### config.mk
export PLATFORM = sky130hd
export DESIGN_NAME = bus_turn_poller_flat
export DESIGN_NICKNAME = d
export VERILOG_FILES = /design/src/hdl/btp_pkg.sv /design/src/hdl/btp_stream_if.sv /design/src/hdl/btp_map.sv /design/src/hdl/bus_turn_poller.sv /design/src/flat_wrapper.sv
export SDC_FILE = /design/constraint.sdc
export NUM_CORES = 1
export LEC_CHECK = 0
export BUFFER_PORTS_ARGS = -buffer_cell sky130_fd_sc_hd__buf_2
export CAP_MARGIN = 20
export CORE_ASPECT_RATIO = 1.2
export CORE_MARGIN = 8
export CORE_UTILIZATION = 54
export CTS_CLUSTER_DIAMETER = 150
export DETAILED_ROUTE_END_ITERATION = 8
export GPL_TIMING_DRIVEN = 0
export HOLD_SLACK_MARGIN = 0.15
export PLACE_DENSITY = 0.79
export SLEW_MARGIN = 10
export SYNTH_ARGS = -nofsm -noshare
export SYNTH_HDL_FRONTEND = slang
export SYNTH_SLANG_ARGS = --single-unit
### constraint.sdc
create_clock -name clk -period 3.9 [get_ports clk]
set_input_delay 0.585 -clock clk [delete_from_list [all_inputs] [get_ports clk]]
set_output_delay 0.585 -clock clk [all_outputs]
set_load 0.02 [all_outputs]
### src/hdl/btp_pkg.sv
// Shared types and constants of the bus turn poller.
`timescale 1ns / 1ps
`default_nettype none
package btp_pkg;

  // Input modes
  localparam logic [2:0] MODE_ASSIGN   = 3'd0;
  localparam logic [2:0] MODE_START    = 3'd1;
  localparam logic [2:0] MODE_PACKET   = 3'd2;
  localparam logic [2:0] MODE_TIMEOUT  = 3'd3;
  localparam logic [2:0] MODE_STOP     = 3'd4;
  localparam logic [2:0] MODE_UNASSIGN = 3'd5;

  // Received packet kinds
  localparam logic [1:0] PKT_TRANSMIT = 2'd0;
  localparam logic [1:0] PKT_SUCCESS  = 2'd1;
  localparam logic [1:0] PKT_FAIL     = 2'd2;
  localparam logic [1:0] PKT_OTHER    = 2'd3;

  // Result kinds
  localparam logic [2:0] KIND_TURN        = 3'd0;
  localparam logic [2:0] KIND_SUCCESS     = 3'd1;
  localparam logic [2:0] KIND_END_TX      = 3'd2;
  localparam logic [2:0] KIND_QUIT_ANN    = 3'd3;
  localparam logic [2:0] KIND_DELIVER     = 3'd4;
  localparam logic [2:0] KIND_MEMBER_QUIT = 3'd5;
  localparam logic [2:0] KIND_CYCLE_DONE  = 3'd6;
  localparam logic [2:0] KIND_WAIT        = 3'd7;

  // Configuration register indexes
  localparam logic REG_TOPICS_LOW  = 1'b0;
  localparam logic REG_TOPICS_HIGH = 1'b1;

  // Channel map geometry: 256 channels as 32 rows of 8 bits
  localparam int unsigned ROW_W    = 5;
  localparam int unsigned ROWS     = 32;
  localparam logic [4:0]  LAST_ROW = 5'd31;
  localparam logic [7:0]  LAST_CHANNEL = 8'd255;

  typedef struct packed {
    logic [2:0] mode;
    logic [7:0] channel;
    logic [1:0] packet_kind;
    logic [7:0] target;
    logic [7:0] source;
  } btp_in_t;

  typedef struct packed {
    logic [2:0] kind;
    logic [7:0] value;
    logic       arm_timeout;
    logic       last;
  } btp_out_t;

  typedef struct packed {
    logic             rd;
    logic             wr;
    logic [ROW_W-1:0] row;
    logic [7:0]       wdata;
  } btp_map_req_t;

endpackage
`default_nettype wire

### src/hdl/btp_stream_if.sv
// Valid/ready stream channel carrying one payload item per transfer.
`timescale 1ns / 1ps
`default_nettype none
interface btp_stream_if #(
  parameter type T = logic [7:0]
);
  logic valid;
  logic ready;
  T     data;

  modport source (output valid, output data, input ready);
  modport sink   (input valid, input data, output ready);
endinterface
`default_nettype wire

### src/hdl/btp_map.sv
// Channel assignment map: 32 x 8 synchronous memory with per-row valid bits.
`timescale 1ns / 1ps
`default_nettype none
module btp_map
  import btp_pkg::*;
(
  input  wire logic         clk,
  input  wire logic         rst_n,
  input  wire btp_map_req_t req,
  output logic [7:0]        rdata
);

  logic [7:0]       mem [ROWS];
  logic [ROWS-1:0]  rowv_r;
  logic [ROW_W-1:0] rd_row_r;
  logic [7:0]       q_r;

  always_ff @(posedge clk) begin
    if (req.wr) begin
      mem[req.row] <= req.wdata;
    end
    if (req.rd) begin
      q_r      <= mem[req.row];
      rd_row_r <= req.row;
    end
  end

  // Rows never written read as clear
  always_ff @(posedge clk) begin
    if (!rst_n) begin
      rowv_r <= '0;
    end else if (req.wr) begin
      rowv_r[req.row] <= 1'b1;
    end
  end

  assign rdata = rowv_r[rd_row_r] ? q_r : 8'h00;

endmodule
`default_nettype wire

### src/hdl/bus_turn_poller.sv
// Top level of the bus turn poller: round-robin turn master of a shared bus.
//
// Channels: in_ch carries bus events (assign/unassign channel, start, packet
// received, timeout expired, stop); out_ch carries results (turn signal,
// success, end transmission, quit announce, deliver, member quit, cycle done,
// wait), from zero to three per event, the final one flagged by last. Both
// are valid/ready; a transfer happens when valid and ready are both high.
// The cfg_ APB port holds the two 64-bit topic subscription masks at byte
// addresses 0 and 8; writes take effect at the access cycle, pready is tied high.
//
// Timing: one event at a time. An assign, unassign or stop runs no scan;
// an event that moves the turn runs a scan over the channel map memory, one
// 8-channel row per cycle. The single read port of the map memory sets the
// scan speed.
//
// Reset (rst_n, synchronous): the map reads as all clear, the poller is idle
// with turn 0 and both topic masks are zero. The map memory itself is not
// swept; per-row valid bits make unwritten rows read as clear.
//
// Receiver stall: results sit in an output register; the poller holds its
// state until the register frees. in_ch is ready whenever the poller is idle,
// even while the last result of the previous event still waits.
`timescale 1ns / 1ps
`default_nettype none
module bus_turn_poller
  import btp_pkg::*;
(
  input  wire logic        clk,
  input  wire logic        rst_n,
  btp_stream_if.sink       in_ch,
  btp_stream_if.source     out_ch,
  input  wire logic        cfg_psel,
  input  wire logic        cfg_penable,
  input  wire logic        cfg_pwrite,
  input  wire logic [3:0]  cfg_paddr,
  input  wire logic [63:0] cfg_pwdata,
  output logic [63:0]      cfg_prdata,
  output logic             cfg_pready
);

  typedef enum logic [2:0] {
    ST_IDLE,
    ST_RMW_WR,
    ST_EMIT,
    ST_CONT,
    ST_SCAN
  } state_t;

  // ---------------------------------------------------------------------
  // Configuration registers
  // ---------------------------------------------------------------------
  logic [63:0] topics_low_r;
  logic [63:0] topics_high_r;

  assign cfg_pready = 1'b1;
  assign cfg_prdata = (cfg_paddr[3] == REG_TOPICS_HIGH) ? topics_high_r : topics_low_r;

  always_ff @(posedge clk) begin
    if (!rst_n) begin
      topics_low_r  <= '0;
      topics_high_r <= '0;
    end else if (cfg_psel && cfg_penable && cfg_pwrite) begin
      if (cfg_paddr[3] == REG_TOPICS_HIGH) begin
        topics_high_r <= cfg_pwdata;
      end else begin
        topics_low_r <= cfg_pwdata;
      end
    end
  end

  // ---------------------------------------------------------------------
  // Channel map memory
  // ---------------------------------------------------------------------
  btp_map_req_t map_req;
  logic [7:0]   map_rdata;

  btp_map u_map (
    .clk   (clk),
    .rst_n (rst_n),
    .req   (map_req),
    .rdata (map_rdata)
  );

  // ---------------------------------------------------------------------
  // Sequencer state
  // ---------------------------------------------------------------------
  state_t           state_r,     state_nxt;
  logic             running_r,   running_nxt;
  logic [7:0]       turn_r,      turn_nxt;
  logic [ROW_W-1:0] row_r,       row_nxt;      // row under modify or scan
  logic [2:0]       bit_r,       bit_nxt;      // bit to modify, or scan start bit
  logic             set_r,       set_nxt;      // modify sets (assign) or clears
  logic             post_r,      post_nxt;     // after write-back, go emit
  logic             cont_r,      cont_nxt;     // after pending results, move turn
  logic [1:0]       pend_cnt_r,  pend_cnt_nxt;
  logic [2:0]       pend_kind_r [2];
  logic [2:0]       pend_kind_nxt [2];
  logic [7:0]       pend_val_r [2];
  logic [7:0]       pend_val_nxt [2];
  logic             out_valid_r, out_valid_nxt;
  btp_out_t         out_data_r,  out_data_nxt;

  btp_in_t    in_item;
  logic       in_fire;
  logic       out_free;
  logic       subscribed;
  logic [7:0] next_turn;
  logic [7:0] row_mask;
  logic [7:0] row_hits;
  logic       hit_found;
  logic [2:0] hit_bit;
  logic [7:0] bit_onehot;

  assign in_item     = in_ch.data;
  assign in_ch.ready = (state_r == ST_IDLE);
  assign in_fire     = in_ch.valid && in_ch.ready;
  assign out_free    = !out_valid_r || out_ch.ready;

  assign out_ch.valid = out_valid_r;
  assign out_ch.data  = out_data_r;

  // Topic 128..191 in the low mask, 192..255 in the high mask
  assign subscribed = in_item.target[6] ? topics_high_r[in_item.target[5:0]]
                                        : topics_low_r[in_item.target[5:0]];

  assign next_turn  = turn_r + 8'd1;
  assign bit_onehot = 8'd1 << bit_r;
  assign row_mask   = 8'hFF << bit_r;
  assign row_hits   = map_rdata & row_mask;

  // Lowest assigned channel at or above the start bit in this row
  always_comb begin
    hit_found = 1'b0;
    hit_bit   = 3'd0;
    for (int i = 7; i >= 0; i--) begin
      if (row_hits[i]) begin
        hit_found = 1'b1;
        hit_bit   = 3'(i);
      end
    end
  end

  always_comb begin
    state_nxt        = state_r;
    running_nxt      = running_r;
    turn_nxt         = turn_r;
    row_nxt          = row_r;
    bit_nxt          = bit_r;
    set_nxt          = set_r;
    post_nxt         = post_r;
    cont_nxt         = cont_r;
    pend_cnt_nxt     = pend_cnt_r;
    pend_kind_nxt    = pend_kind_r;
    pend_val_nxt     = pend_val_r;
    out_valid_nxt    = out_valid_r && !out_ch.ready;
    out_data_nxt     = out_data_r;
    map_req          = '0;

    case (state_r)
      ST_IDLE: begin
        if (in_fire) begin
          pend_cnt_nxt = 2'd0;
          cont_nxt     = 1'b0;
          post_nxt     = 1'b0;
          case (in_item.mode)
            MODE_ASSIGN, MODE_UNASSIGN: begin
              // Read the row now, write it back next cycle
              map_req.rd = 1'b1;
              map_req.row = in_item.channel[7:3];
              row_nxt    = in_item.channel[7:3];
              bit_nxt    = in_item.channel[2:0];
              set_nxt    = (in_item.mode == MODE_ASSIGN);
              state_nxt  = ST_RMW_WR;
            end
            MODE_START: begin
              if (!running_r) begin
                running_nxt = 1'b1;
                map_req.rd  = 1'b1;
                map_req.row = '0;
                row_nxt     = '0;
                bit_nxt     = 3'd1;  // channel 0 is never polled
                state_nxt   = ST_SCAN;
              end
            end
            MODE_STOP: begin
              running_nxt = 1'b0;
              turn_nxt    = 8'd0;
            end
            MODE_PACKET: begin
              if (running_r) begin
                case (in_item.packet_kind)
                  PKT_TRANSMIT: begin
                    if (in_item.target[7]) begin
                      if (subscribed) begin
                        pend_kind_nxt[0] = KIND_DELIVER;
                        pend_val_nxt[0]  = in_item.source;
                        pend_kind_nxt[1] = KIND_SUCCESS;
                        pend_val_nxt[1]  = 8'd0;
                        pend_cnt_nxt     = 2'd2;
                      end else begin
                        pend_kind_nxt[0] = KIND_SUCCESS;
                        pend_val_nxt[0]  = 8'd0;
                        pend_cnt_nxt     = 2'd1;
                      end
                      cont_nxt = 1'b1;
                    end else if (in_item.target == 8'd0) begin
                      pend_kind_nxt[0] = KIND_DELIVER;
                      pend_val_nxt[0]  = in_item.source;
                      pend_kind_nxt[1] = KIND_SUCCESS;
                      pend_val_nxt[1]  = 8'd0;
                      pend_cnt_nxt     = 2'd2;
                      cont_nxt         = 1'b1;
                    end else begin
                      // Peer-to-peer transmit: turn stays put
                      pend_kind_nxt[0] = KIND_WAIT;
                      pend_val_nxt[0]  = 8'd0;
                      pend_cnt_nxt     = 2'd1;
                    end
                    state_nxt = ST_EMIT;
                  end
                  PKT_OTHER: begin
                    pend_kind_nxt[0] = KIND_END_TX;
                    pend_val_nxt[0]  = 8'd0;
                    pend_cnt_nxt     = 2'd1;
                    cont_nxt         = 1'b1;
                    state_nxt        = ST_EMIT;
                  end
                  default: begin
                    state_nxt = ST_CONT;
                  end
                endcase
              end
            end
            MODE_TIMEOUT: begin
              if (running_r) begin
                cont_nxt = 1'b1;
                if (!turn_r[7]) begin
                  // Silent peer: drop it from the map and announce the quit
                  pend_kind_nxt[0] = KIND_QUIT_ANN;
                  pend_val_nxt[0]  = turn_r;
                  pend_kind_nxt[1] = KIND_MEMBER_QUIT;
                  pend_val_nxt[1]  = turn_r;
                  pend_cnt_nxt     = 2'd2;
                  map_req.rd       = 1'b1;
                  map_req.row      = turn_r[7:3];
                  row_nxt          = turn_r[7:3];
                  bit_nxt          = turn_r[2:0];
                  set_nxt          = 1'b0;
                  post_nxt         = 1'b1;
                  state_nxt        = ST_RMW_WR;
                end else begin
                  state_nxt = ST_CONT;
                end
              end
            end
            default: begin
            end
          endcase
        end
      end

      ST_RMW_WR: begin
        map_req.wr    = 1'b1;
        map_req.row   = row_r;
        map_req.wdata = set_r ? (map_rdata | bit_onehot) : (map_rdata & ~bit_onehot);
        state_nxt     = post_r ? ST_EMIT : ST_IDLE;
      end

      ST_EMIT: begin
        if (out_free) begin
          out_valid_nxt            = 1'b1;
          out_data_nxt.kind        = pend_kind_r[0];
          out_data_nxt.value       = pend_val_r[0];
          out_data_nxt.arm_timeout = (pend_kind_r[0] == KIND_WAIT);
          out_data_nxt.last        = (pend_cnt_r == 2'd1) && !cont_r;
          pend_kind_nxt[0]         = pend_kind_r[1];
          pend_val_nxt[0]          = pend_val_r[1];
          pend_cnt_nxt             = pend_cnt_r - 2'd1;
          if (pend_cnt_r == 2'd1) begin
            state_nxt = cont_r ? ST_CONT : ST_IDLE;
          end
        end
      end

      ST_CONT: begin
        if (turn_r == LAST_CHANNEL) begin
          // Wrapped past the last topic: cycle is over
          if (out_free) begin
            out_valid_nxt = 1'b1;
            out_data_nxt  = '{kind: KIND_CYCLE_DONE, value: 8'd0,
                              arm_timeout: 1'b0, last: 1'b1};
            running_nxt   = 1'b0;
            turn_nxt      = 8'd0;
            state_nxt     = ST_IDLE;
          end
        end else begin
          map_req.rd  = 1'b1;
          map_req.row = next_turn[7:3];
          row_nxt     = next_turn[7:3];
          bit_nxt     = next_turn[2:0];
          state_nxt   = ST_SCAN;
        end
      end

      ST_SCAN: begin
        if (hit_found) begin
          if (out_free) begin
            out_valid_nxt = 1'b1;
            out_data_nxt  = '{kind: KIND_TURN, value: {row_r, hit_bit},
                              arm_timeout: 1'b1, last: 1'b1};
            turn_nxt      = {row_r, hit_bit};
            state_nxt     = ST_IDLE;
          end
        end else if (row_r == LAST_ROW) begin
          if (out_free) begin
            out_valid_nxt = 1'b1;
            out_data_nxt  = '{kind: KIND_CYCLE_DONE, value: 8'd0,
                              arm_timeout: 1'b0, last: 1'b1};
            running_nxt   = 1'b0;
            turn_nxt      = 8'd0;
            state_nxt     = ST_IDLE;
          end
        end else begin
          // Advance one row; data lands next cycle
          map_req.rd  = 1'b1;
          map_req.row = row_r + 1'b1;
          row_nxt     = row_r + 1'b1;
          bit_nxt     = 3'd0;
        end
      end

      default: begin
        state_nxt = ST_IDLE;
      end
    endcase
  end

  always_ff @(posedge clk) begin
    if (!rst_n) begin
      state_r     <= ST_IDLE;
      running_r   <= 1'b0;
      turn_r      <= 8'd0;
      pend_cnt_r  <= 2'd0;
      cont_r      <= 1'b0;
      post_r      <= 1'b0;
      out_valid_r <= 1'b0;
    end else begin
      state_r     <= state_nxt;
      running_r   <= running_nxt;
      turn_r      <= turn_nxt;
      pend_cnt_r  <= pend_cnt_nxt;
      cont_r      <= cont_nxt;
      post_r      <= post_nxt;
      out_valid_r <= out_valid_nxt;
    end
    row_r       <= row_nxt;
    bit_r       <= bit_nxt;
    set_r       <= set_nxt;
    pend_kind_r <= pend_kind_nxt;
    pend_val_r  <= pend_val_nxt;
    out_data_r  <= out_data_nxt;
  end

endmodule
`default_nettype wire

### src/flat_wrapper.sv
// flat-port wrapper written by rule: the top's interface ports become plain ports
module bus_turn_poller_flat import btp_pkg::*;
  (clk, rst_n, cfg_psel, cfg_penable, cfg_pwrite, cfg_paddr, cfg_pwdata, cfg_prdata, cfg_pready, in_ch_valid, in_ch_data, in_ch_ready, out_ch_valid, out_ch_data, out_ch_ready);
  btp_stream_if #(.T(btp_in_t)) in_ch_i ();
  btp_stream_if #(.T(btp_out_t)) out_ch_i ();
  input  wire logic clk;
  input  wire logic rst_n;
  input  wire logic cfg_psel;
  input  wire logic cfg_penable;
  input  wire logic cfg_pwrite;
  input  wire logic [3:0] cfg_paddr;
  input  wire logic [63:0] cfg_pwdata;
  output logic [63:0] cfg_prdata;
  output logic cfg_pready;
  input wire logic [$bits(in_ch_i.valid)-1:0] in_ch_valid;
  input wire logic [$bits(in_ch_i.data)-1:0] in_ch_data;
  output wire logic [$bits(in_ch_i.ready)-1:0] in_ch_ready;
  output wire logic [$bits(out_ch_i.valid)-1:0] out_ch_valid;
  output wire logic [$bits(out_ch_i.data)-1:0] out_ch_data;
  input wire logic [$bits(out_ch_i.ready)-1:0] out_ch_ready;
  assign in_ch_i.valid = in_ch_valid;
  assign in_ch_i.data = in_ch_data;
  assign in_ch_ready = in_ch_i.ready;
  assign out_ch_valid = out_ch_i.valid;
  assign out_ch_data = out_ch_i.data;
  assign out_ch_i.ready = out_ch_ready;
  bus_turn_poller u_core (.clk(clk), .rst_n(rst_n), .in_ch(in_ch_i), .out_ch(out_ch_i), .cfg_psel(cfg_psel), .cfg_penable(cfg_penable), .cfg_pwrite(cfg_pwrite), .cfg_paddr(cfg_paddr), .cfg_pwdata(cfg_pwdata), .cfg_prdata(cfg_prdata), .cfg_pready(cfg_pready));
endmodule
==> results.json <==
{
  "die_area_um2": 47390,
  "grt_pass1_wl_um": 105400,
  "finalSetupTns_ns": 0,
  "finalSetupViolCount": 0,
  "synth_area_um2": 21950,
  "seq_area_frac_synth_pct": 58.54,
  "cts_tree": "done",
  "rr_startpoint": "u_core.turn_r[0]",
  "root_buffer": "clkbuf_16",
  "path_class": "flop to flop",
  "syn_avg_cell_area_um2": 11.06,
  "min_period_ns": 3.891,
  "yosysTopAreaCell": "edfxtp_1",
  "synth.top_cell.area_share_pct": 42.40,
  "die-width_um": 200.1,
  "final_common_cell": "nand2_1",
  "timing.slew.headroom_pct": 28.59,
  "async_flop_share_pct": 0,
  "crit_path_max_incr_delay_ns": 0.47,
  "worstPathArrival_ns": 4.11,
  "gp_congestion": 0.9517,
  "postRouteAntennaNets": 0,
  "max_freq_mhz": 257.0,
  "final_cell_mix": "420 x nand2_1, 310 x edfxtp_1, 186 x buf_2",
  "fillers": 3005,
  "outcome": "complete, no violations",
  "crit_start": "u_core.turn_r[0]",
  "slowest_stage": "or3_4",
  "syn_to_final_growth_pct": 18.51,
  "grt_use_total_pct": 28.98,
  "grt_overflow_total": 0,
  "p_leak_uw": 0.009924,
  "synth_seq_cells": 487,
  "min_path_type": "input port to flop",
  "peakVddDrop_v": 0.0003173,
  "cts.htree.levels": 2,
  "wl_um": 69460,
  "ys.flop_type": "edfxtp_1",
  "detail_route.iter0.violations": 1767,
  "syn_inst": 1985,
  "synth_edf_count": 310,
  "grt_antenna_before_repair": 3,
  "core_um2": 40440,
  "via_count": 17877,
  "post-route-drc-count": 0,
  "clkLatencyLatePin_ns": 0.60,
  "maxSlewViolCount": 0,
  "first_global_vias": 18124,
  "p_per_area_nw_per_um2": 451.1,
  "fp-row-count": 81,
  "fin_worst_skew_ns": 0.03898,
  "yosysWarningCount": 0,
  "worstSetupStartpointType": "flop",
  "start_util_pct": 54.29,
  "io_buffers": 174,
  "grt_max_degree": 33,
  "post-route-util_pct": 64.34,
  "crit_chain": "ha_2 > nand2_1 > or3_4 > a32o_1 > a211oi_1 > a31o_2 > buf_6 > buf_8 > buf_8 > mux2i_1 > mux2i_2 > a32oi_1 > nand4_1",
  "numCtsBuffers": 48,
  "hold_viol": 0,
  "syn_nets": 2095,
  "dpl.hpwl_um": 49630,
  "finalNetCount": 2358,
  "die_h_um": 236.9,
  "worstHoldStart": "cfg_pwdata[29]",
  "drive_above_1_share_pct": 22.25,
  "numClockSinks": 487,
  "cts.clk_slew.worst_paths_ns": 0.06,
  "regArea_um2": 12860,
  "crit_top_cell": "buf_8",
  "path_max_fanout": 10,
  "yosys-top-cells-area": "edfxtp_1 42%, dfxtp_1 16%, nand2_1 7.2%, mux2i_1 5.4%, a21oi_1 4.2%",
  "drtPass1Iterations": 6,
  "drv_cap": 0,
  "vias_per_cell": 6.321,
  "ios": 184,
  "fin_crit_sh_pct": 99.77,
  "synth.distinct_cells": 70,
  "multi_input_area_um2": 8904,
  "wl_per_cell_um": 24.56,
  "cts-hold-fix-buffers": 0,
  "cp-end-kind": "flop",
  "worstMarginPinSlew_ns": 1.066,
  "cts_buffer_depth": 3,
  "crit_required_ns": 4.12
}
[flip-flops by register name, summed over array words and instances (netlist names)]
| name | cells |
|---|---|
| u_core.bit_r | 3 |
| u_core.cont_r | 1 |
| u_core.out_ch.data | 13 |
| u_core.out_ch.valid | 1 |
| u_core.pend_cnt_r | 2 |
| u_core.pend_kind_r | 4 |
| u_core.pend_val_r | 15 |
| u_core.post_r | 1 |
| u_core.row_r | 5 |
| u_core.running_r | 1 |
| u_core.set_r | 1 |
| u_core.state_r | 3 |
| u_core.topics_high_r | 64 |
| u_core.topics_low_r | 64 |
| u_core.turn_r | 8 |
| u_core.u_map.mem | 256 |
| u_core.u_map.q_r | 8 |
| u_core.u_map.rd_row_r | 5 |
| u_core.u_map.rowv_r | 32 |
[worst paths after layout]
check | end | slack [ns] | cells after the start
worst max-delay path | u_core.u_map.q_r[5] | 0.009 | 13
worst min-delay path | u_core.topics_low_r[29] | 0.26 | 3
worst max register to register | u_core.u_map.q_r[5] | 0.009 | 13
worst min register to register | u_core.u_map.rowv_r[29] | 0.46 | 1
[report_power, final]
group          switching [µW]  total, µW  internal, µW
Sequential               68.4       5630          5560
Clock                    2000       4640          2640
Combinational            1000       1470           465
Total                    3070      11700          8670
[layer usage]
metal  vias up  part of all wire, %  track usage [%]
li1       7823                    -                -
met1      8524                   35            34.36
met2      1240                   48            47.86
met3       286                  9.4            5.411
met4         4                  6.9            18.17
met5         -                0.035                0
[what timing repair did]
| item | 4_1_cts | 5_1_grt |
|---|---|---|
| gates resized for setup | 99 | 27 |
| setup endpoints to repair | 302 | 208 |
| setup buffers | 17 | 3 |
| endpoints found under the hold margin | 0 | 0 |
| pin swaps | 13 | 4 |
[cells by family (layout without fill, tap and decap cells)]
family | after synthesis | count (layout) | share of synthesized area [%]
AOI/OAI and AO/OA | 386 | 386 | 11.05
xor gates and xnor gates | 8 | 8 | 0.3192
adders and majority gates | 6 | 6 | 0.3419
buffers and inverters | 160 | 463 | 3.021
DFF | 487 | 487 | 58.54
muxes | 223 | 223 | 12.89
other | 1 | 2 | 0.01708
and+or+nand+nor | 714 | 714 | 13.83
[metrics by stage]
step / cells / cell area, µm² / setup WS, ns / hold slack, ns / total power (µW)
6_report: 2828 / 26020 / 0.008894 / 0.2605 / 11740
5_1_grt: 2827 / 26020 / -0.04015 / 0.2468 / 12020
4_1_cts: 2825 / 25910 / 0.006346 / 0.2424 / 11660
3_5_place_dp: 2722 / 23860 / -0.8320 / 0.4543 / 7051
3_3_place_gp: 2698 / 23500 / -1.466 / 0.4463 / 7006
2_1_floorplan: 1985 / 21950 / 0.2034 / 0.4400 / 6527
[cell usage after synthesis, types with 4 or more instances]
library cell    n
and3_1          7
edfxtp_1      310
nand3b_1        5
o21ai_0        37
xnor2_1         6
buf_2          22
a21oi_1       186
a32oi_1        27
o211ai_1        8
nand3_1        73
a221oi_1       10
nor2_1        106
mux2_2         65
nand2_1       423
nand4_1        16
inv_1          22
nand2b_1       13
mux2i_1       118
a311oi_1        5
o21bai_1        4
buf_1           8
ha_1            6
a31oi_1        12
nor3_1         34
a211oi_1       10
clkbuf_1       99
o221ai_1        4
and2_1          9
dfxtp_1       177
mux4_1          7
mux4_2         32
a22oi_1        23
o21a_1         28
o2111ai_1       4
nor2b_1         7
or3_1           6
[cell type report]
class	instances	share of cell area, %
antenna	1	0.009618
buffer	128	2.467
multi-input combinational	1338	34.22
inverter	27	0.3895
clock buffer	68	5.059
tap	539	2.592
clock inverter	22	0.9474
timing repair buffer	218	4.896
sequential	487	49.42
[critical path, delay by kind of cell (launching register included)]
kind / cells / cell delay, ns
multiplexers: 2 / 0.45
flip-flops: 1 / 0.40
buffers and inverters: 3 / 0.60
AND/OR/NAND/NOR: 3 / 0.89
adder cells (fa/ha/maj): 1 / 0.24
AO/OA/AOI/OAI: 4 / 0.93
No activity file was read; power rests on OpenSTA's default activity.
